### config.mk
export PLATFORM = sky130hd
export DESIGN_NAME = request_fifo_with_token_demand_flat
export DESIGN_NICKNAME = d
export VERILOG_FILES = /design/src/design/rfd_pkg.sv /design/src/design/rfd_req_if.sv /design/src/design/rfd_rsp_if.sv /design/src/design/rfd_ram.sv /design/src/design/request_fifo_with_token_demand.sv /design/src/flat_wrapper.sv
export SDC_FILE = /design/constraint.sdc
export NUM_CORES = 2
export LEC_CHECK = 0
export BUFFER_PORTS_ARGS = -buffer_cell sky130_fd_sc_hd__buf_2
export CAP_MARGIN = 15
export CORE_AREA = 4 4 369 735
export CTS_CLUSTER_DIAMETER = 150
export CTS_CLUSTER_SIZE = 12
export DETAILED_ROUTE_END_ITERATION = 10
export DIE_AREA = 0 0 373 739
export GPL_TIMING_DRIVEN = 0
export PLACE_DENSITY = 0.56
export SYNTH_ARGS = -nofsm -noshare
export SYNTH_HDL_FRONTEND = slang
export SYNTH_SLANG_ARGS = --single-unit
### constraint.sdc
create_clock -name clk -period 14.8 [get_ports clk]
set_input_delay 2.96 -clock clk [delete_from_list [all_inputs] [get_ports clk]]
set_output_delay 2.96 -clock clk [all_outputs]
set_load 0.02 [all_outputs]
### src/design/rfd_pkg.sv
package rfd_pkg;

	// Queue geometry and cost width.
	localparam int QUEUE_DEPTH = 64;
	localparam int COST_BITS   = 16;

	// Widths of the request and result fields.
	localparam int KIND_W   = 3;
	localparam int TAG_W    = 16;
	localparam int COSTF_W  = 16;
	localparam int TOKEN_W  = 32;
	localparam int DEMAND_W = 22;

	// Derived widths for the queue pointers, the fill count and the exact demand sum.
	localparam int IDX_W = (QUEUE_DEPTH > 1) ? $clog2(QUEUE_DEPTH) : 1;
	localparam int CNT_W = $clog2(QUEUE_DEPTH + 1);
	localparam int DEM_W = CNT_W + COST_BITS;
	localparam int SAT_W = (DEM_W > DEMAND_W) ? DEM_W : DEMAND_W;
	localparam int CMP_W = (DEM_W > TOKEN_W) ? DEM_W : TOKEN_W;

	localparam logic [DEMAND_W-1:0] DEMAND_MAX = {DEMAND_W{1'b1}};
	localparam logic [TOKEN_W-1:0]  BANK_MAX   = {TOKEN_W{1'b1}};

	// Operation codes.
	localparam logic [KIND_W-1:0] KIND_PUSH = 3'd0;
	localparam logic [KIND_W-1:0] KIND_POP  = 3'd1;
	localparam logic [KIND_W-1:0] KIND_PEEK = 3'd2;
	localparam logic [KIND_W-1:0] KIND_SAVE = 3'd3;
	localparam logic [KIND_W-1:0] KIND_TAKE = 3'd4;

	// Status codes.
	localparam logic STATUS_DONE  = 1'b0;
	localparam logic STATUS_RETRY = 1'b1;

	typedef struct packed {
		logic [KIND_W-1:0]  kind;
		logic [TAG_W-1:0]   req_tag;
		logic [COSTF_W-1:0] push_cost;
		logic [TOKEN_W-1:0] token_amount;
	} req_item_t;

	typedef struct packed {
		logic                status;
		logic [TAG_W-1:0]    popped_tag;
		logic [COSTF_W-1:0]  popped_cost;
		logic                head_valid;
		logic [COSTF_W-1:0]  head_cost;
		logic [TOKEN_W-1:0]  tokens_out;
		logic                queue_empty;
		logic [DEMAND_W-1:0] queued_demand;
	} rsp_item_t;

	// One queue entry as it sits in the memory.
	typedef struct packed {
		logic [TAG_W-1:0]     tag;
		logic [COST_BITS-1:0] cost;
	} entry_t;

	localparam int ENTRY_W = $bits(entry_t);

	// Keep the low COST_BITS bits of a request cost.
	function automatic logic [COST_BITS-1:0] trim_cost(input logic [COSTF_W-1:0] c);
		logic [COST_BITS-1:0] r;
		r = '0;
		for (int i = 0; i < COST_BITS; i++) begin
			r[i] = (i < COSTF_W) ? c[i] : 1'b0;
		end
		return r;
	endfunction

	// Bring a stored cost back to the width of the result field.
	function automatic logic [COSTF_W-1:0] fit_cost(input logic [COST_BITS-1:0] c);
		logic [COSTF_W-1:0] r;
		r = '0;
		for (int i = 0; i < COSTF_W; i++) begin
			r[i] = (i < COST_BITS) ? c[i] : 1'b0;
		end
		return r;
	endfunction

endpackage

### src/design/rfd_req_if.sv
interface rfd_req_if;
	import rfd_pkg::*;

	logic      valid;
	logic      ready;
	req_item_t item;

	modport source (output valid, output item, input ready);
	modport sink (input valid, input item, output ready);
endinterface

### src/design/rfd_rsp_if.sv
interface rfd_rsp_if;
	import rfd_pkg::*;

	logic      valid;
	logic      ready;
	rsp_item_t item;

	modport source (output valid, output item, input ready);
	modport sink (input valid, input item, output ready);
endinterface

### src/design/rfd_ram.sv
module rfd_ram #(
	parameter int WIDTH = 8,
	parameter int DEPTH = 16,
	parameter int AW    = (DEPTH > 1) ? $clog2(DEPTH) : 1
) (
	input  logic             clk,
	input  logic             we,
	input  logic [AW-1:0]    waddr,
	input  logic [WIDTH-1:0] wdata,
	input  logic [AW-1:0]    raddr,
	output logic [WIDTH-1:0] rdata
);

	logic [WIDTH-1:0] mem [DEPTH];

	// Single write port and a registered read port.
	always_ff @(posedge clk) begin
		if (we) begin
			mem[waddr] <= wdata;
		end
		rdata <= mem[raddr];
	end

endmodule

### src/design/request_fifo_with_token_demand.sv
// A request is captured, the head entry is read while it is held, and the result is registered.
// A new request is not accepted while one is in flight; the registered read of the queue memory
// sets this, since the head entry is read in the cycle of acceptance and used in the next.
// A finished result waits in an output register; the next request is accepted no earlier
// than the cycle in which that result is taken.
// Reset clears the pointers, the fill count, the demand sum and the token bank.
// The queue memory is not cleared; an entry is only used after it was written.
module request_fifo_with_token_demand (
	input  logic     clk,
	input  logic     arst_n,
	rfd_req_if.sink  req,
	rfd_rsp_if.source rsp
);
	import rfd_pkg::*;

	// Queue state.
	logic [IDX_W-1:0]   wr_idx_q;
	logic [IDX_W-1:0]   rd_idx_q;
	logic [CNT_W-1:0]   count_q;
	logic [DEM_W-1:0]   demand_q;
	logic [TOKEN_W-1:0] bank_q;

	// Request held while the head entry is read.
	logic                 busy_s1;
	logic [KIND_W-1:0]    kind_s1;
	logic [TAG_W-1:0]     tag_s1;
	logic [COST_BITS-1:0] cost_s1;
	logic [TOKEN_W-1:0]   offer_s1;

	// Output register.
	logic      out_valid_q;
	rsp_item_t out_q;

	logic   accept;
	logic   ram_we;
	entry_t ram_wdata;
	entry_t head;
	logic [ENTRY_W-1:0] ram_rdata;

	logic               full;
	logic               empty;
	logic [IDX_W-1:0]   wr_idx_next;
	logic [IDX_W-1:0]   rd_idx_next;
	logic [CNT_W-1:0]   count_next;
	logic [DEM_W-1:0]   demand_next;
	logic [TOKEN_W-1:0] bank_next;
	logic [CMP_W-1:0]   demand_cmp;
	logic [CMP_W-1:0]   offer_cmp;
	logic [TOKEN_W-1:0] save_amt;
	logic [TOKEN_W:0]   bank_sum;
	logic [SAT_W-1:0]   demand_sat;
	rsp_item_t          res;

	// Accept only when no request is in flight and the output register frees up.
	assign req.ready = !busy_s1 && (!out_valid_q || rsp.ready);
	assign accept    = req.valid && req.ready;

	assign rsp.valid = out_valid_q;
	assign rsp.item  = out_q;

	// Queue storage: tag and cost side by side.
	rfd_ram #(
		.WIDTH (ENTRY_W),
		.DEPTH (QUEUE_DEPTH)
	) u_ram (
		.clk   (clk),
		.we    (ram_we),
		.waddr (wr_idx_q),
		.wdata (ram_wdata),
		.raddr (rd_idx_q),
		.rdata (ram_rdata)
	);

	assign head      = entry_t'(ram_rdata);
	assign ram_wdata = '{tag: tag_s1, cost: cost_s1};
	assign ram_we    = busy_s1 && (kind_s1 == KIND_PUSH) && !full;

	assign full  = (count_q == CNT_W'(QUEUE_DEPTH));
	assign empty = (count_q == '0);

	assign wr_idx_next = (wr_idx_q == IDX_W'(QUEUE_DEPTH - 1)) ? '0 : wr_idx_q + 1'b1;
	assign rd_idx_next = (rd_idx_q == IDX_W'(QUEUE_DEPTH - 1)) ? '0 : rd_idx_q + 1'b1;

	// Amount to bank on a save: the smaller of the offer and the queued demand.
	assign demand_cmp = CMP_W'(demand_q);
	assign offer_cmp  = CMP_W'(offer_s1);
	assign save_amt   = (demand_cmp > offer_cmp) ? offer_s1 : TOKEN_W'(demand_q);
	assign bank_sum   = {1'b0, bank_q} + {1'b0, save_amt};

	// Result and next state for the request in flight.
	always_comb begin
		res         = '0;
		count_next  = count_q;
		demand_next = demand_q;
		bank_next   = bank_q;
		res.status  = STATUS_DONE;
		unique case (kind_s1)
			KIND_PUSH: begin
				if (full) begin
					res.status = STATUS_RETRY;
				end else begin
					count_next  = count_q + 1'b1;
					demand_next = demand_q + DEM_W'(cost_s1);
				end
			end
			KIND_POP: begin
				if (empty) begin
					res.status = STATUS_RETRY;
				end else begin
					res.popped_tag  = head.tag;
					res.popped_cost = fit_cost(head.cost);
					count_next      = count_q - 1'b1;
					demand_next     = (demand_q >= DEM_W'(head.cost)) ?
						demand_q - DEM_W'(head.cost) : '0;
				end
			end
			KIND_PEEK: begin
				if (!empty) begin
					res.head_valid = 1'b1;
					res.head_cost  = fit_cost(head.cost);
				end
			end
			KIND_SAVE: begin
				if (demand_q == '0) begin
					bank_next = '0;
				end else begin
					bank_next      = bank_sum[TOKEN_W] ? BANK_MAX : bank_sum[TOKEN_W-1:0];
					res.tokens_out = save_amt;
				end
			end
			KIND_TAKE: begin
				res.tokens_out = bank_q;
				bank_next      = '0;
			end
			default: begin
			end
		endcase
		res.queue_empty   = (count_next == '0);
		demand_sat        = SAT_W'(demand_next);
		res.queued_demand = (demand_sat > SAT_W'(DEMAND_MAX)) ?
			DEMAND_MAX : demand_sat[DEMAND_W-1:0];
	end

	// Control state and queue bookkeeping.
	always_ff @(posedge clk or negedge arst_n) begin
		if (!arst_n) begin
			busy_s1     <= 1'b0;
			out_valid_q <= 1'b0;
			wr_idx_q    <= '0;
			rd_idx_q    <= '0;
			count_q     <= '0;
			demand_q    <= '0;
			bank_q      <= '0;
		end else begin
			busy_s1 <= accept;
			if (busy_s1) begin
				out_valid_q <= 1'b1;
				count_q     <= count_next;
				demand_q    <= demand_next;
				bank_q      <= bank_next;
				if (ram_we) begin
					wr_idx_q <= wr_idx_next;
				end
				if ((kind_s1 == KIND_POP) && !empty) begin
					rd_idx_q <= rd_idx_next;
				end
			end else if (rsp.ready) begin
				out_valid_q <= 1'b0;
			end
		end
	end

	// Request capture and result register.
	always_ff @(posedge clk) begin
		if (accept) begin
			kind_s1  <= req.item.kind;
			tag_s1   <= req.item.req_tag;
			cost_s1  <= trim_cost(req.item.push_cost);
			offer_s1 <= req.item.token_amount;
		end
		if (busy_s1) begin
			out_q <= res;
		end
	end

endmodule

### src/flat_wrapper.sv
// flat-port wrapper written by rule: the top's interface ports become plain ports
module request_fifo_with_token_demand_flat import rfd_pkg::*;
  (clk, arst_n, req_valid, req_item, req_ready, rsp_valid, rsp_item, rsp_ready);
  rfd_req_if req_i ();
  rfd_rsp_if rsp_i ();
  input  logic clk;
  input  logic arst_n;
  input wire logic [$bits(req_i.valid)-1:0] req_valid;
  input wire logic [$bits(req_i.item)-1:0] req_item;
  output wire logic [$bits(req_i.ready)-1:0] req_ready;
  output wire logic [$bits(rsp_i.valid)-1:0] rsp_valid;
  output wire logic [$bits(rsp_i.item)-1:0] rsp_item;
  input wire logic [$bits(rsp_i.ready)-1:0] rsp_ready;
  assign req_i.valid = req_valid;
  assign req_i.item = req_item;
  assign req_ready = req_i.ready;
  assign rsp_valid = rsp_i.valid;
  assign rsp_item = rsp_i.item;
  assign rsp_i.ready = rsp_ready;
  request_fifo_with_token_demand u_core (.clk(clk), .arst_n(arst_n), .req(req_i), .rsp(rsp_i));
endmodule
# Word-level counts from Yosys, hierarchy flattened
# Memory sizes are Yosys's and may differ from the RTL's. A register that Yosys moved wholly into a read port is not among the register bits.
# Cells that the tools add are included.
# word_totals
latchBits	0
mem_bits_rw	2048
mem_bits_ro	0
n_memories	1
elab_cells	83
reg_bits	248
# memory_table
memory	depth	width	read_ports	rd_clocked_by_memory_dff	write_ports	line	source
u_core.u_ram.mem	64	32	1	1	1	rfd_ram.sv:14	logic [WIDTH-1:0] mem [DEPTH];
# classes
n_eq_ne	7
n_addsub	7
n_div	0
reduce_logical	21
n_bitwise	2
n_lt_le_gt_ge	3
mul	0
muxes	23
n_shift	0
# op_table
operator	count
$mux W32	4
$pmux W32 S2	2
$mux W23	3
$pmux W23 S2	1
$add A32 B32 Y33	1
$gt A23 B32 Y1	1
$add A23 B16 Y23	1
$ge A23 B16 Y1	1
$gt A23 B22 Y1 const B	1
$logic_not A23 Y1	1
$sub A23 B16 Y23	1
$mux W17	1
$logic_not A7 Y1	2
$mux W7	2
$pmux W7 S2	1
$add A6 B1 Y6 const B	2
$eq A6 B6 Y1 const B	2
$mux W6	2
$add A7 B1 Y7 const B	1
$eq A7 B7 Y1 const B	1
$sub A7 B1 Y7 const B	1
$eq A3 B2 Y1 const B	2
$mux W1	6
$reduce_and A2 Y1	3
other kinds (10)	20

# Logic depth before layout (Yosys ltp)
# logic_depth
word_depth	6
mapped_depth	22

# Hierarchy
# Synthesis repeated with hierarchy kept, for this count alone.
# unflattened
cells_unflattened	4621
hier_area_um2	92518.7
# modules_own_cells
module	seq_area_each_um2	cells_each	area_per_inst_um2	instances
rfd_ram	62139.6	3324	78515.3	1
request_fifo_with_token_demand	7066.8	1297	14003.4	1

# Worst setup path before layout
# Ideal clock, no wire load.
# synth_path
path_kind	input-to-output
from	in rsp_ready
to	out req_ready
cell_stages	2
arrival_ns	3.376
required_time_ns	11.840
path_slack_ns	8.464
n_path_buf	0
path_cell_list	inv_1 a21oi_1
# synth_via
elab_chain_len	2
# synth_lines
element	line	source
from (decl)	flat_wrapper.sv:13	input wire logic [$bits(rsp_i.ready)-1:0] rsp_ready;
$logic_or A1 B1 Y1	request_fifo_with_token_demand.sv:55	assign req.ready = !busy_s1 && (!out_valid_q || rsp.ready);
$logic_and A1 B1 Y1	request_fifo_with_token_demand.sv:55	
to (decl)	flat_wrapper.sv:10	output wire logic [$bits(req_i.ready)-1:0] req_ready;
# No other way between the ends.

# Final worst setup path
# layout_path
from	reg u_core.demand_q[22]
to	reg u_core.bank_q[25]
# layout_via
elab_chain_len	6
word_cells_on_any_way	7
# layout_lines
element	line	source
from (decl)	request_fifo_with_token_demand.sv:20	logic [DEM_W-1:0] demand_q;
from (signal assigned)	request_fifo_with_token_demand.sv:159	demand_q <= demand_next;
$gt A23 B32 Y1	request_fifo_with_token_demand.sv:87	assign save_amt = (demand_cmp > offer_cmp) ? offer_s1 : TOKEN_W'(demand_q);
$mux W32	request_fifo_with_token_demand.sv:87	
$add A32 B32 Y33	request_fifo_with_token_demand.sv:88	assign bank_sum = {1'b0, bank_q} + {1'b0, save_amt};
$mux W32	request_fifo_with_token_demand.sv:127	bank_next = bank_sum[TOKEN_W] ? BANK_MAX : bank_sum[TOKEN_W-1:0];
$mux W32 (*)	request_fifo_with_token_demand.sv:124	if (demand_q == '0) begin
$pmux W32 S2 (*)	request_fifo_with_token_demand.sv:97	unique case (kind_s1)
to (signal assigned)	request_fifo_with_token_demand.sv:160	bank_q <= bank_next;
to (decl)	request_fifo_with_token_demand.sv:21	logic [TOKEN_W-1:0] bank_q;
# Every way passes the cells marked *; elsewhere a longest branch is shown, timed or not.
# A chain may end at the register's enable or synchronous reset.

==> flow_summary.json <==
{
  "synth_common_cells": "2220 x edfxtp_1, 672 x mux4_2, 164 x nand2_1",
  "end_kind": "flop",
  "dpl_worst_slack_ns": 7.43,
  "post_cts_buffers": 0,
  "ys_seq_area_frac": 0.748,
  "tightestPinTransition_ns": 1.32,
  "yosys.cell_count.top_type": "edfxtp_1",
  "power.switching_w": 0.00623,
  "grt_start_max_net_pins": 53,
  "synth_cell_types": 76,
  "worst_slack_ns": 7.29,
  "drive_gt1_frac": 0.274,
  "fin_util": 0.406,
  "ir_drop_mv": 0.100,
  "rsz0062_at_grt": "no",
  "portBuffers": 177,
  "tns_ns": 0,
  "clk_latency_ns": 0.87,
  "ctsHoldBuffers": 0,
  "fp.dieW_microns": 373,
  "ys_warn_count": 0,
  "cp_top_family": "compound AO/OA/AOI/OAI gates",
  "period_needed_ns": 7.51,
  "wire_per_inst_microns": 33.7,
  "fin_worst_skew_ns": 0.0710,
  "hold_class": "flop to flop",
  "start_util": 0.348,
  "drtIter0Drc": 4005,
  "critPathRequiredTime_ns": 15.55,
  "power_leakage_nw": 34.1,
  "area_delta_synth_final_pct": 16.6,
  "ios": 178,
  "syn_inst": 4387,
  "path_class": "flop to flop",
  "async_reset_ff_frac": 0.0326,
  "tritoncts": "yes",
  "p_clk_frac": 0.270,
  "final_nets": 5111,
  "crit_path_start_kind": "flop",
  "p_seq_frac": 0.406,
  "die_h_microns": 739,
  "synth.top_cell.area_share": 0.720,
  "vias": 46308,
  "viasPerCell": 5.40,
  "slew_violations": 0,
  "synth_seq_cells": 2328,
  "maxSlewHeadroom": 0.113,
  "rows": 268,
  "powerDensity_nw_per_um2": 175,
  "synth_area_sq_um": 92600,
  "hold_violations": 0,
  "ys.flop_type": "edfxtp_1",
  "drc": 0,
  "antenna_found_initial": 23,
  "placed_area_sq_um": 102000,
  "drt-total-wl_mm": 289,
  "timing.fmax_ghz": 0.133,
  "switching_share": 0.330,
  "status": "complete, no violations",
  "grt_pass1_wl_mm": 399,
  "arrival_ns": 8.26,
  "cts.sinks": 2328,
  "clkSlewWorstSetupHoldPaths_ns": 0.07,
  "finalSetupViolations": 0,
  "synth_edf_count": 2220,
  "drv_cap": 0,
  "cts_max_path_buffers": 4,
  "finalCritPeriodShare": 0.507,
  "numCtsBuffers": 219,
  "p_int_w": 0.0126,
  "crit_buf_inv": 4,
  "dr.pass1.iters": 5,
  "grt_overflow": 0,
  "dpl.hpwl_mm": 215,
  "max_stage_delay_ns": 0.85,
  "place.gp.congestion": 0.935,
  "grt_use_total": 0.207,
  "avgSynthCellArea_sq_um": 21.1,
  "dieArea_sq_um": 276000,
  "combPwrFrac": 0.323,
  "cp_cell_sequence": "ha_1 > a21oi_1 > nor2_1 > a211oi_1 > and3b_1 > a221oi_2 > buf_2 > mux2i_1 > inv_1 > ha_1 > clkbuf_1 > o21a_1 > o211ai_1 > or4_1 > a2bb2oi_1 > nand2_1 > a211o_1 > clkbuf_1 > o21ai_0 > nand2_1",
  "yosysTopAreaCell": "edfxtp_1",
  "h-tree-depth": 4,
  "core_sq_um": 266000,
  "ant_nets": 0,
  "fill_cells": 23328,
  "crit_slowest_cell": "mux2i_1",
  "final_area_sq_um": 108000,
  "synth_area_leaders": "edfxtp_1 72%, mux4_2 16%, dfrtp_1 2.1%",
  "cts-resized-gates": 0,
  "cts_root_buf": "clkbuf_16",
  "grt_pass1_vias": 49834,
  "critical_path.max_fanout": 10
}
[registers in the layout, summed over array words and instances (netlist names), 16 cells and up]
name	flops
u_core.u_ram.rdata	32
u_core.demand_q	23
u_core.cost_s1	16
u_core.tag_s1	16
u_core.rsp.item	105
u_core.offer_cmp	32
u_core.u_ram.mem	2048
u_core.bank_q	32
[layout by cell type, fill, tap and decap left out, types with 10 or more instances in the layout]
master / count
a31oi_1: 17
mux2i_1: 28
buf_12: 63
clkbuf_16: 222
dfrtp_1: 75
dfxtp_1: 32
buf_16: 74
and3_1: 14
o211ai_1: 13
nor2b_1: 12
buf_1: 29
buf_2: 222
o31ai_1: 10
mux4_2: 672
nand3_1: 36
o21a_1: 13
a21oi_1: 73
nand2_1: 164
o21ai_0: 100
nand4_1: 17
nor2_1: 91
a211oi_1: 14
ha_1: 91
and2_1: 52
diode_2: 22
edfxtp_1: 2220
xnor2_1: 40
clkbuf_1: 222
nor3_1: 30
a22o_1: 11
a21o_1: 30
nor4_1: 12
xor2_1: 15
buf_8: 15
inv_1: 85
nor2_4: 64
buf_4: 11
[per-stage QoR]
stage	std cells	power, W	hold WS (ns)
3_5_place_dp	8231	0.0140	0.493
2_1_floorplan	4395	0.0114	0.459
5_1_grt	8570	0.0195	0.509
6_report	8577	0.0189	0.486
3_3_place_gp	8082	0.0138	0.491
4_1_cts	8551	0.0190	0.497
[power groups by stage]
| stage | logic (W) | registers [W] | clock network, W |
|---|---|---|---|
| floorplan | 0.00360 | 0.00778 | 0 |
| global placement | 0.00587 | 0.00793 | 0 |
| detailed placement | 0.00615 | 0.00781 | 0 |
| CTS | 0.00617 | 0.00767 | 0.00520 |
| global route | 0.00639 | 0.00768 | 0.00543 |
| finish | 0.00610 | 0.00767 | 0.00510 |
[worst reg2reg max path, delay by kind of cell, from the launching register on]
family / cells / cell delay (ns)
buffers and inverters: 4 / 1.41
adder cells (fa/ha/maj): 2 / 0.72
AND/OR/NAND/NOR: 5 / 1.70
AO/OA/AOI/OAI: 8 / 2.13
multiplexers: 1 / 0.85
flip-flops: 1 / 0.58
[layout make-up]
class / instances / area [sq um] / share of cell area
multi-input cells: 1766 / 22600 / 0.210
well taps: 3510 / 4390 / 0.0407
clock buffers: 317 / 5910 / 0.0548
clock inverters: 3 / 47.5 / 0.000441
plain buffers: 216 / 917 / 0.00850
diodes: 22 / 55.1 / 0.000510
flip-flops and latches: 2328 / 69200 / 0.641
inverters: 85 / 319 / 0.00296
repair buffers: 330 / 4420 / 0.0409
[metal layers]
layer,routed length [microns],track usage
met1,86300,0.190
met4,23500,0.141
met3,12300,0.0285
met5,72,0
met2,167000,0.412
[kinds of logic (layout without fill, tap and decap cells)]
kind of cell               after synthesis  after routing  synth area share
DFF                                   2328           2328             0.748
muxes                                  709            709             0.168
and+or+nand+nor                        539            539            0.0275
AOI/OAI and AO/OA                      360            360            0.0256
buffers and inverters                  301            951            0.0133
adders and majority gates               94             94            0.0130
xor gates and xnor gates                55             55           0.00520
other                                    1             31         0.0000405
[path summary, 6_finish.rpt]
| check | cells after the start | endpoint | start | slack (ns) |
|---|---|---|---|---|
| min reg2reg | 1 | u_core.rsp.item[90] | u_core.u_ram.rdata[18] | 0.49 |
| min | 1 | u_core.rsp.item[90] | u_core.u_ram.rdata[18] | 0.49 |
| max | 20 | u_core.bank_q[25] | u_core.demand_q[22] | 7.29 |
| min in group asynchronous | 1 | u_core.demand_q[6] | arst_n | 2.05 |
| max in group asynchronous | 2 | u_core.busy_s1 | arst_n | 11.89 |
| max reg2reg | 20 | u_core.bank_q[25] | u_core.demand_q[22] | 7.29 |
Power figures use the tool's default switching activity.
